**src/hw/rtl/djs_pkg.sv**
```systemverilog
package djs_pkg;

    localparam int unsigned TIME_W   = 32;
    localparam int unsigned SPEED_W  = 15;
    localparam int unsigned TARGET_W = 14;
    localparam int unsigned RATE_W   = 8;
    localparam int unsigned PERIOD_W = 16;
    localparam int unsigned DIR_W    = 2;
    localparam int unsigned CFG_IDX_W  = 3;
    localparam int unsigned CFG_DATA_W = 16;
    localparam int unsigned STEP_W   = RATE_W + TIME_W;

    typedef enum logic [CFG_IDX_W-1:0] {
        REG_TARGET_SPEED     = 3'd0,
        REG_RAMP_RATE        = 3'd1,
        REG_DEBOUNCE_TIME    = 3'd2,
        REG_CONTROL_PERIOD   = 3'd3,
        REG_HEARTBEAT_PERIOD = 3'd4
    } cfg_index_t;

    localparam logic [DIR_W-1:0] DIR_STOP    = 2'd0;
    localparam logic [DIR_W-1:0] DIR_FORWARD = 2'd1;
    localparam logic [DIR_W-1:0] DIR_REVERSE = 2'd2;

    localparam logic [TARGET_W-1:0] TARGET_SPEED_RST     = 14'd4000;
    localparam logic [RATE_W-1:0]   RAMP_RATE_RST        = 8'd2;
    localparam logic [PERIOD_W-1:0] DEBOUNCE_TIME_RST    = 16'd25;
    localparam logic [PERIOD_W-1:0] CONTROL_PERIOD_RST   = 16'd5;
    localparam logic [PERIOD_W-1:0] HEARTBEAT_PERIOD_RST = 16'd5;

    typedef struct packed {
        logic [TARGET_W-1:0] target_speed;
        logic [RATE_W-1:0]   ramp_rate;
        logic [PERIOD_W-1:0] debounce_time;
        logic [PERIOD_W-1:0] control_period;
        logic [PERIOD_W-1:0] heartbeat_period;
    } cfg_t;

    typedef struct packed {
        logic                      setpoint_update;
        logic signed [SPEED_W-1:0] setpoint_rpm;
        logic                      heartbeat_due;
    } ramp_result_t;

endpackage

```
**src/hw/rtl/djs_in_if.sv**
```systemverilog
interface djs_in_if
    import djs_pkg::*;
();
    logic              valid;
    logic              ready;
    logic [TIME_W-1:0] now_ms;
    logic              forward_raw;
    logic              reverse_raw;

    modport source (output valid, now_ms, forward_raw, reverse_raw, input ready);
    modport sink   (input valid, now_ms, forward_raw, reverse_raw, output ready);
endinterface

```
**src/hw/rtl/djs_out_if.sv**
```systemverilog
interface djs_out_if
    import djs_pkg::*;
();
    logic                      valid;
    logic                      ready;
    logic                      setpoint_update;
    logic signed [SPEED_W-1:0] setpoint_rpm;
    logic                      heartbeat_due;
    logic [DIR_W-1:0]          direction;

    modport source (output valid, setpoint_update, setpoint_rpm, heartbeat_due, direction,
                    input ready);
    modport sink   (input valid, setpoint_update, setpoint_rpm, heartbeat_due, direction,
                    output ready);
endinterface

```
**src/hw/rtl/djs_cfg_if.sv**
```systemverilog
interface djs_cfg_if
    import djs_pkg::*;
();
    logic                  valid;
    logic                  ready;
    logic [CFG_IDX_W-1:0]  index;
    logic [CFG_DATA_W-1:0] data;

    modport source (output valid, index, data, input ready);
    modport sink   (input valid, index, data, output ready);
endinterface

```
**src/hw/rtl/djs_debounce.sv**
```systemverilog
module djs_debounce
    import djs_pkg::*;
(
    input  logic                clk,
    input  logic                rst_n,
    input  logic                en,
    input  logic [TIME_W-1:0]   now,
    input  logic                raw,
    input  logic [PERIOD_W-1:0] debounce_time,
    output logic                stable
);

    logic              level_reg, level_next;
    logic              stable_reg, stable_next;
    logic [TIME_W-1:0] since_reg, since_next;
    logic [TIME_W-1:0] held;

    always_comb
    begin
        level_next  = raw;
        since_next  = (raw != level_reg) ? now : since_reg;
        held        = now - since_next;
        stable_next = (held >= {{(TIME_W-PERIOD_W){1'b0}}, debounce_time}) ? raw : stable_reg;
    end

    assign stable = stable_next;

    always_ff @(posedge clk or negedge rst_n)
    begin
        if (!rst_n)
        begin
            level_reg  <= 1'b0;
            stable_reg <= 1'b0;
            since_reg  <= '0;
        end
        else if (en)
        begin
            level_reg  <= level_next;
            stable_reg <= stable_next;
            since_reg  <= since_next;
        end
    end

endmodule

```
**src/hw/rtl/djs_ramp.sv**
```systemverilog
module djs_ramp
    import djs_pkg::*;
(
    input  logic                      clk,
    input  logic                      rst_n,
    input  logic                      en,
    input  logic [TIME_W-1:0]         now,
    input  logic signed [SPEED_W-1:0] target,
    input  cfg_t                      cfg,
    output ramp_result_t              result
);

    logic [TIME_W-1:0]         ctrl_time_reg, ctrl_time_next;
    logic [TIME_W-1:0]         beat_time_reg, beat_time_next;
    logic signed [SPEED_W-1:0] speed_reg, speed_next;

    logic [TIME_W-1:0]         ctrl_elapsed;
    logic [TIME_W-1:0]         beat_elapsed;
    logic                      ctrl_due;
    logic                      beat_due;
    logic [STEP_W-1:0]         step;
    logic signed [SPEED_W:0]   diff;
    logic [SPEED_W:0]          gap;
    logic                      step_reaches;

    always_comb
    begin
        ctrl_elapsed = now - ctrl_time_reg;
        beat_elapsed = now - beat_time_reg;
        ctrl_due = ctrl_elapsed >= {{(TIME_W-PERIOD_W){1'b0}}, cfg.control_period};
        beat_due = beat_elapsed >= {{(TIME_W-PERIOD_W){1'b0}}, cfg.heartbeat_period};

        step = {{TIME_W{1'b0}}, cfg.ramp_rate} * {{RATE_W{1'b0}}, ctrl_elapsed};
        diff = {target[SPEED_W-1], target} - {speed_reg[SPEED_W-1], speed_reg};
        gap  = diff[SPEED_W] ? (~diff + 1'b1) : diff;
        step_reaches = step >= {{(STEP_W-SPEED_W-1){1'b0}}, gap};

        speed_next = speed_reg;
        if (ctrl_due && (diff != '0))
        begin
            if (step_reaches)
                speed_next = target;
            else if (diff[SPEED_W])
                speed_next = speed_reg - $signed(step[SPEED_W-1:0]);
            else
                speed_next = speed_reg + $signed(step[SPEED_W-1:0]);
        end

        ctrl_time_next = ctrl_due ? now : ctrl_time_reg;
        beat_time_next = beat_due ? now : beat_time_reg;

        result.setpoint_update = ctrl_due;
        result.setpoint_rpm    = speed_next;
        result.heartbeat_due   = beat_due;
    end

    always_ff @(posedge clk or negedge rst_n)
    begin
        if (!rst_n)
        begin
            ctrl_time_reg <= '0;
            beat_time_reg <= '0;
            speed_reg     <= '0;
        end
        else if (en)
        begin
            ctrl_time_reg <= ctrl_time_next;
            beat_time_reg <= beat_time_next;
            speed_reg     <= speed_next;
        end
    end

endmodule

```
**src/hw/rtl/debounced_jog_speed_ramp.sv**
```systemverilog
// Debounced jog buttons driving a slew-limited speed setpoint.
//
// sample: one beat per timestamped button reading (now_ms, forward_raw,
//   reverse_raw). result: exactly one beat per sample beat, in order,
//   carrying setpoint_update, setpoint_rpm, heartbeat_due and direction.
// cfg: register writes (index 0..4), always ready; write only while idle.
//
// A sample beat passes through the input register, then the result register,
// before its result beat is offered on result. Throughput is one beat per
// cycle while the result side does not stall: the debounce, control and
// heartbeat state is updated as a beat moves from the input register into
// the result register, so consecutive beats see each other's state updates.
//
// When the result side stalls, the result register holds its beat and the
// input register takes one more; sample.ready then drops until result moves.
// Reset clears all timestamps, debounce state and the setpoint to zero and
// restores the register defaults (4000 rpm, 2 rpm/ms, 25 ms, 5 ms, 5 ms).
module debounced_jog_speed_ramp
    import djs_pkg::*;
(
    input logic   clk,
    input logic   rst_n,
    djs_in_if.sink    sample,
    djs_out_if.source result,
    djs_cfg_if.sink   cfg
);

    cfg_t cfg_reg;

    logic              in_valid_reg;
    logic [TIME_W-1:0] now_reg;
    logic              fwd_raw_reg;
    logic              rev_raw_reg;

    logic                      out_valid_reg;
    logic                      update_reg;
    logic signed [SPEED_W-1:0] rpm_reg;
    logic                      beat_reg;
    logic [DIR_W-1:0]          dir_reg;

    logic                      advance;
    logic                      fwd;
    logic                      rev;
    logic [DIR_W-1:0]          dir_next;
    logic signed [SPEED_W-1:0] target;
    ramp_result_t              ramp_res;

    assign advance      = in_valid_reg && (!out_valid_reg || result.ready);
    assign sample.ready = !in_valid_reg || advance;
    assign cfg.ready    = 1'b1;

    always_ff @(posedge clk or negedge rst_n)
    begin
        if (!rst_n)
        begin
            cfg_reg.target_speed     <= TARGET_SPEED_RST;
            cfg_reg.ramp_rate        <= RAMP_RATE_RST;
            cfg_reg.debounce_time    <= DEBOUNCE_TIME_RST;
            cfg_reg.control_period   <= CONTROL_PERIOD_RST;
            cfg_reg.heartbeat_period <= HEARTBEAT_PERIOD_RST;
        end
        else if (cfg.valid)
        begin
            unique case (cfg.index)
                REG_TARGET_SPEED:     cfg_reg.target_speed     <= cfg.data[TARGET_W-1:0];
                REG_RAMP_RATE:        cfg_reg.ramp_rate        <= cfg.data[RATE_W-1:0];
                REG_DEBOUNCE_TIME:    cfg_reg.debounce_time    <= cfg.data;
                REG_CONTROL_PERIOD:   cfg_reg.control_period   <= cfg.data;
                REG_HEARTBEAT_PERIOD: cfg_reg.heartbeat_period <= cfg.data;
                default:              ;
            endcase
        end
    end

    always_ff @(posedge clk or negedge rst_n)
    begin
        if (!rst_n)
            in_valid_reg <= 1'b0;
        else if (sample.ready)
            in_valid_reg <= sample.valid;
    end

    always_ff @(posedge clk)
    begin
        if (sample.valid && sample.ready)
        begin
            now_reg     <= sample.now_ms;
            fwd_raw_reg <= sample.forward_raw;
            rev_raw_reg <= sample.reverse_raw;
        end
    end

    djs_debounce u_fwd_debounce (
        .clk           (clk),
        .rst_n         (rst_n),
        .en            (advance),
        .now           (now_reg),
        .raw           (fwd_raw_reg),
        .debounce_time (cfg_reg.debounce_time),
        .stable        (fwd)
    );

    djs_debounce u_rev_debounce (
        .clk           (clk),
        .rst_n         (rst_n),
        .en            (advance),
        .now           (now_reg),
        .raw           (rev_raw_reg),
        .debounce_time (cfg_reg.debounce_time),
        .stable        (rev)
    );

    always_comb
    begin
        dir_next = DIR_STOP;
        target   = '0;
        if (fwd && !rev)
        begin
            dir_next = DIR_FORWARD;
            target   = $signed({1'b0, cfg_reg.target_speed});
        end
        else if (rev && !fwd)
        begin
            dir_next = DIR_REVERSE;
            target   = -$signed({1'b0, cfg_reg.target_speed});
        end
    end

    djs_ramp u_ramp (
        .clk    (clk),
        .rst_n  (rst_n),
        .en     (advance),
        .now    (now_reg),
        .target (target),
        .cfg    (cfg_reg),
        .result (ramp_res)
    );

    always_ff @(posedge clk or negedge rst_n)
    begin
        if (!rst_n)
            out_valid_reg <= 1'b0;
        else if (advance)
            out_valid_reg <= 1'b1;
        else if (result.ready)
            out_valid_reg <= 1'b0;
    end

    always_ff @(posedge clk)
    begin
        if (advance)
        begin
            update_reg <= ramp_res.setpoint_update;
            rpm_reg    <= ramp_res.setpoint_rpm;
            beat_reg   <= ramp_res.heartbeat_due;
            dir_reg    <= dir_next;
        end
    end

    assign result.valid           = out_valid_reg;
    assign result.setpoint_update = update_reg;
    assign result.setpoint_rpm    = rpm_reg;
    assign result.heartbeat_due   = beat_reg;
    assign result.direction       = dir_reg;

endmodule

```
**src/flat_wrapper.sv**
```systemverilog
// flat-port wrapper written by rule: the top's interface ports become plain ports
module debounced_jog_speed_ramp_flat import djs_pkg::*;
  (clk, rst_n, sample_valid, sample_now_ms, sample_forward_raw, sample_reverse_raw, sample_ready, result_valid, result_setpoint_update, result_setpoint_rpm, result_heartbeat_due, result_direction, result_ready, cfg_valid, cfg_index, cfg_data, cfg_ready);
  djs_in_if sample_i ();
  djs_out_if result_i ();
  djs_cfg_if cfg_i ();
  input logic clk;
  input logic rst_n;
  input wire logic [$bits(sample_i.valid)-1:0] sample_valid;
  input wire logic [$bits(sample_i.now_ms)-1:0] sample_now_ms;
  input wire logic [$bits(sample_i.forward_raw)-1:0] sample_forward_raw;
  input wire logic [$bits(sample_i.reverse_raw)-1:0] sample_reverse_raw;
  output wire logic [$bits(sample_i.ready)-1:0] sample_ready;
  output wire logic [$bits(result_i.valid)-1:0] result_valid;
  output wire logic [$bits(result_i.setpoint_update)-1:0] result_setpoint_update;
  output wire logic [$bits(result_i.setpoint_rpm)-1:0] result_setpoint_rpm;
  output wire logic [$bits(result_i.heartbeat_due)-1:0] result_heartbeat_due;
  output wire logic [$bits(result_i.direction)-1:0] result_direction;
  input wire logic [$bits(result_i.ready)-1:0] result_ready;
  input wire logic [$bits(cfg_i.valid)-1:0] cfg_valid;
  input wire logic [$bits(cfg_i.index)-1:0] cfg_index;
  input wire logic [$bits(cfg_i.data)-1:0] cfg_data;
  output wire logic [$bits(cfg_i.ready)-1:0] cfg_ready;
  assign sample_i.valid = sample_valid;
  assign sample_i.now_ms = sample_now_ms;
  assign sample_i.forward_raw = sample_forward_raw;
  assign sample_i.reverse_raw = sample_reverse_raw;
  assign sample_ready = sample_i.ready;
  assign result_valid = result_i.valid;
  assign result_setpoint_update = result_i.setpoint_update;
  assign result_setpoint_rpm = result_i.setpoint_rpm;
  assign result_heartbeat_due = result_i.heartbeat_due;
  assign result_direction = result_i.direction;
  assign result_i.ready = result_ready;
  assign cfg_i.valid = cfg_valid;
  assign cfg_i.index = cfg_index;
  assign cfg_i.data = cfg_data;
  assign cfg_ready = cfg_i.ready;
  debounced_jog_speed_ramp u_core (.clk(clk), .rst_n(rst_n), .sample(sample_i), .result(result_i), .cfg(cfg_i));
endmodule
```
**config.mk**
```make
export PLATFORM = sky130hd
export DESIGN_NAME = debounced_jog_speed_ramp_flat
export DESIGN_NICKNAME = d
export VERILOG_FILES = /design/src/hw/rtl/djs_pkg.sv /design/src/hw/rtl/djs_in_if.sv /design/src/hw/rtl/djs_out_if.sv /design/src/hw/rtl/djs_cfg_if.sv /design/src/hw/rtl/djs_debounce.sv /design/src/hw/rtl/djs_ramp.sv /design/src/hw/rtl/debounced_jog_speed_ramp.sv /design/src/flat_wrapper.sv
export SDC_FILE = /design/constraint.sdc
export NUM_CORES = 1
export LEC_CHECK = 0
export BUFFER_PORTS_ARGS = -buffer_cell sky130_fd_sc_hd__buf_4
export CAP_MARGIN = 20
export CORE_AREA = 3 3 244 246
export CTS_CLUSTER_DIAMETER = 30
export DETAILED_ROUTE_END_ITERATION = 8
export DIE_AREA = 0 0 247 249
export GPL_TIMING_DRIVEN = 0
export MAX_ROUTING_LAYER = met4
export PLACE_DENSITY = 0.74
export SLEW_MARGIN = 20
export SYNTH_ARGS = -nofsm -noshare
export SYNTH_HDL_FRONTEND = slang
export SYNTH_SLANG_ARGS = --single-unit
export TNS_END_PERCENT = 50
```
**constraint.sdc**
```tcl
create_clock -name clk -period 14.3 [get_ports clk]
set_input_delay 1.43 -clock clk [delete_from_list [all_inputs] [get_ports clk]]
set_output_delay 1.43 -clock clk [all_outputs]
set_load 0.005 [all_outputs]
```
==> impl_metrics.py <==
metrics = {
    "status": {
        "status": "finished clean",
    },
    "route": {
        "wl_per_cell_um": 20.7,
        "vias": 28700,
        "drc_errors": 0,
        "routed_wl_mm": 97.5,
        "ant_nets": 0,
        "via_per_inst": 6.07,
        "drtIter0Drc": 1925,
        "drtPass1Iterations": 7,
    },
    "critical_path": {
        "slowest_stage": "or4b_2",
        "reg2reg_depth": 56,
        "rr_endpoint": "u_core.result.setpoint_rpm[14]",
        "timing.rr.start": "u_core.rev_raw_reg",
        "path_class": "flip-flop to flip-flop",
        "arrival_ns": 14.07,
        "r2r_slack_ns": 0.56,
        "crit_path_max_incr_delay_ns": 0.66,
        "endpoint_kind": "flip-flop",
        "cp.required_ns": 14.63,
        "cp_max_fo": 10,
        "crit_path_start_kind": "flip-flop",
    },
    "job": {
        "max_cap_viol_count": 0,
    },
    "clock_tree": {
        "cts_hold_buf": 0,
        "clockRootBuffer": "clkbuf_16",
        "cts_tree": "yes",
        "htreeDepth": 3,
        "path_clk_slew_ns": 0.04,
        "worstSkewPairLatency_ns": 0.62,
        "clock-sinks": 272,
        "cts_buffer_depth": 3,
        "cts_inserted_buffers": 75,
    },
    "sta": {
        "clock.fmax_ghz": 0.0728,
        "slew_violations": 0,
        "maxSlewHeadroom": 0.206,
        "worst_pin_slew_ns": 1.18,
        "finalCritPeriodShare": 0.961,
        "fin_crit_ns": 13.74,
        "setup_viol": 0,
        "hold_viol_final": 0,
        "skew_ns": 0.0344,
    },
    "yosys": {
        "synthTopCellsByArea": "dfrtp_1 (16%), fa_1 (12%), ha_1 (11%), nand2_1 (5.4%), edfxtp_1 (5.0%)",
        "syn_nets": 4246,
        "synth_area_um2": 31600,
        "ys.flop_type": "dfrtp_1",
        "yosysUniqueCellTypes": 98,
        "async_reset_ff_frac": 0.805,
        "synth_edf_count": 53,
        "synthCells": 3728,
        "synth-seq-area-share": 0.224,
        "yosysWarnings": 0,
        "synth_seq_cells": 272,
        "synth.avg_cell_area_um2": 8.48,
        "yosys.area.top_type": "dfrtp_1",
        "yosysTopAreaCellShare": 0.162,
    },
    "final_layout": {
        "area_growth_pct": 14.2,
        "drive_gt1_frac": 0.108,
        "largest_register_ffs": 70,
        "finalInstanceArea_um2": 36100,
        "mostFrequentLayoutCells": "nand2_1 (452), inv_1 (379), ha_1 (275)",
        "n_antenna_cell": 0,
        "nNetsFinal": 4411,
        "layout_commonest_cell": "nand2_1",
    },
    "grt": {
        "grt_max_degree": 91,
        "overflow": 0,
        "antenna_found_initial": 1,
        "grt_pass1_wl_mm": 153,
        "grt_usage": 0.324,
        "grt_pass1_vias": 28700,
    },
    "worst_hold_path": {
        "hp-class": "flip-flop to flip-flop",
        "holdPathStages": 2,
        "hold_path_startpoint": "u_core.u_ramp.ctrl_time_reg[7]",
        "whs_endpoint": "u_core.u_ramp.ctrl_time_reg[7]",
    },
    "die": {
        "die_y_um": 249,
        "core-area_um2": 57600,
        "die_w_um": 247,
        "start_util": 0.549,
        "top_level_ports": 80,
        "num_rows": 88,
        "dieArea_um2": 61500,
    },
    "placement": {
        "hpwl_mm": 76.4,
        "io_buffers": 78,
        "placed_area_um2": 33200,
        "gp_congestion": 1.01,
    },
}
-- what timing repair did --
| action | CTS | global route |
|---|---|---|
| endpoints found under the hold margin | 0 | 0 |
| setup endpoints to repair | 30 | 30 |
| setup buffers | 5 | 3 |
| pin swaps | 4 | 6 |
| gates resized for setup | 13 | 35 |
-- layer usage --
metal / track usage / vias to the layer above / part of all wire
met5: - / - / 0
met4: 0.177 / 0 / 0.063
met3: 0.0491 / 324 / 0.060
met2: 0.540 / 1050 / 0.49
met1: 0.372 / 13900 / 0.39
li1: - / 13400 / -
-- synth_stat cells, types with 13 or more instances --
master     count
nand2_1      452
inv_1        379
ha_1         276
o21ai_0      242
a21oi_1      214
dfrtp_1      205
nor2_1       186
fa_1         184
mux2_2       115
and2_1       114
clkbuf_1     113
xnor2_1       97
mux2i_1       79
a21o_1        74
xor2_1        72
nor3_1        70
nor2b_1       69
nand2b_1      56
nand3_1       55
edfxtp_1      53
a31oi_1       49
nand4_1       39
and3_1        36
or3_1         33
o21bai_1      28
o211ai_1      26
a211oi_1      24
o21a_1        24
o31ai_1       21
nand3b_1      19
o2111ai_1     18
o21ai_1       18
buf_2         15
dfstp_2       14
or4_1         14
nor4_1        13
o22ai_1       13
-- kinds of logic (layout without fill, tap and decap cells) --
group                      after synthesis  in the layout  share of synthesized area
and+or+nand+nor                       1204           1204                      0.188
AOI/OAI and AO/OA                      893            893                      0.182
buffers and inverters                  523            749                     0.0631
adders and majority gates              471            471                      0.229
DFF                                    272            272                      0.224
muxes                                  195            195                     0.0664
xor gates and xnor gates               169            169                     0.0468
other                                    1              1                   0.000119
-- per-stage QoR --
step / std cells / setup TNS [ns] / utilization / worst slack (ns) / hold slack (ns)
finish: 4719 / 0 / 0.627 / 0.565 / 0.475
global route: 4719 / -0.00831 / 0.627 / -0.00831 / 0.500
CTS: 4717 / 0 / 0.624 / 0.0360 / 0.479
detailed placement: 4575 / -47.71 / 0.577 / -1.93 / 0.470
global placement: 4571 / -47.51 / 0.576 / -1.95 / 0.460
floorplan: 3728 / 0 / - / 1.94 / 0.446
-- worst max-delay path: cells and delay by family (launching register included) --
kind                     cells  cell delay [ns]
buffers and inverters        6             1.17
multiplexers                 2             0.65
AND/OR/NAND/NOR             20             4.55
adder cells (fa/ha/maj)      6             1.73
XOR/XNOR                     3             0.51
AO/OA/AOI/OAI               19             4.27
flip-flops                   1             0.53
-- how the worst max path moves through the flow --
stage	from	endpoint	slack, ns
after CTS	u_core.rev_raw_reg	u_core.result.setpoint_rpm[14]	0.04
after floorplan	u_core.rev_raw_reg	u_core.result.setpoint_rpm[14]	1.94
final	u_core.rev_raw_reg	u_core.result.setpoint_rpm[14]	0.56
after global routing	u_core.fwd_raw_reg	u_core.result.setpoint_rpm[14]	-0.008
after global placement	u_core.rev_raw_reg	u_core.result.setpoint_rpm[14]	-1.95
after detailed placement	u_core.rev_raw_reg	u_core.result.setpoint_rpm[13]	-1.93
-- layout make-up --
type / instances / area (µm²)
Fill cell: 4922 / 21500
Multi-Input combinational cell: 2933 / 22700
Clock inverter: 40 / 514
Buffer: 138 / 579
Inverter: 382 / 1430
Sequential cell: 272 / 7090
Timing Repair Buffer: 91 / 756
Clock buffer: 98 / 2090
Tap cell: 765 / 957
Power is left out: the tool's default activity adds up to more than one toggle a clock period on the data nets, which glitch-free logic cannot reach.
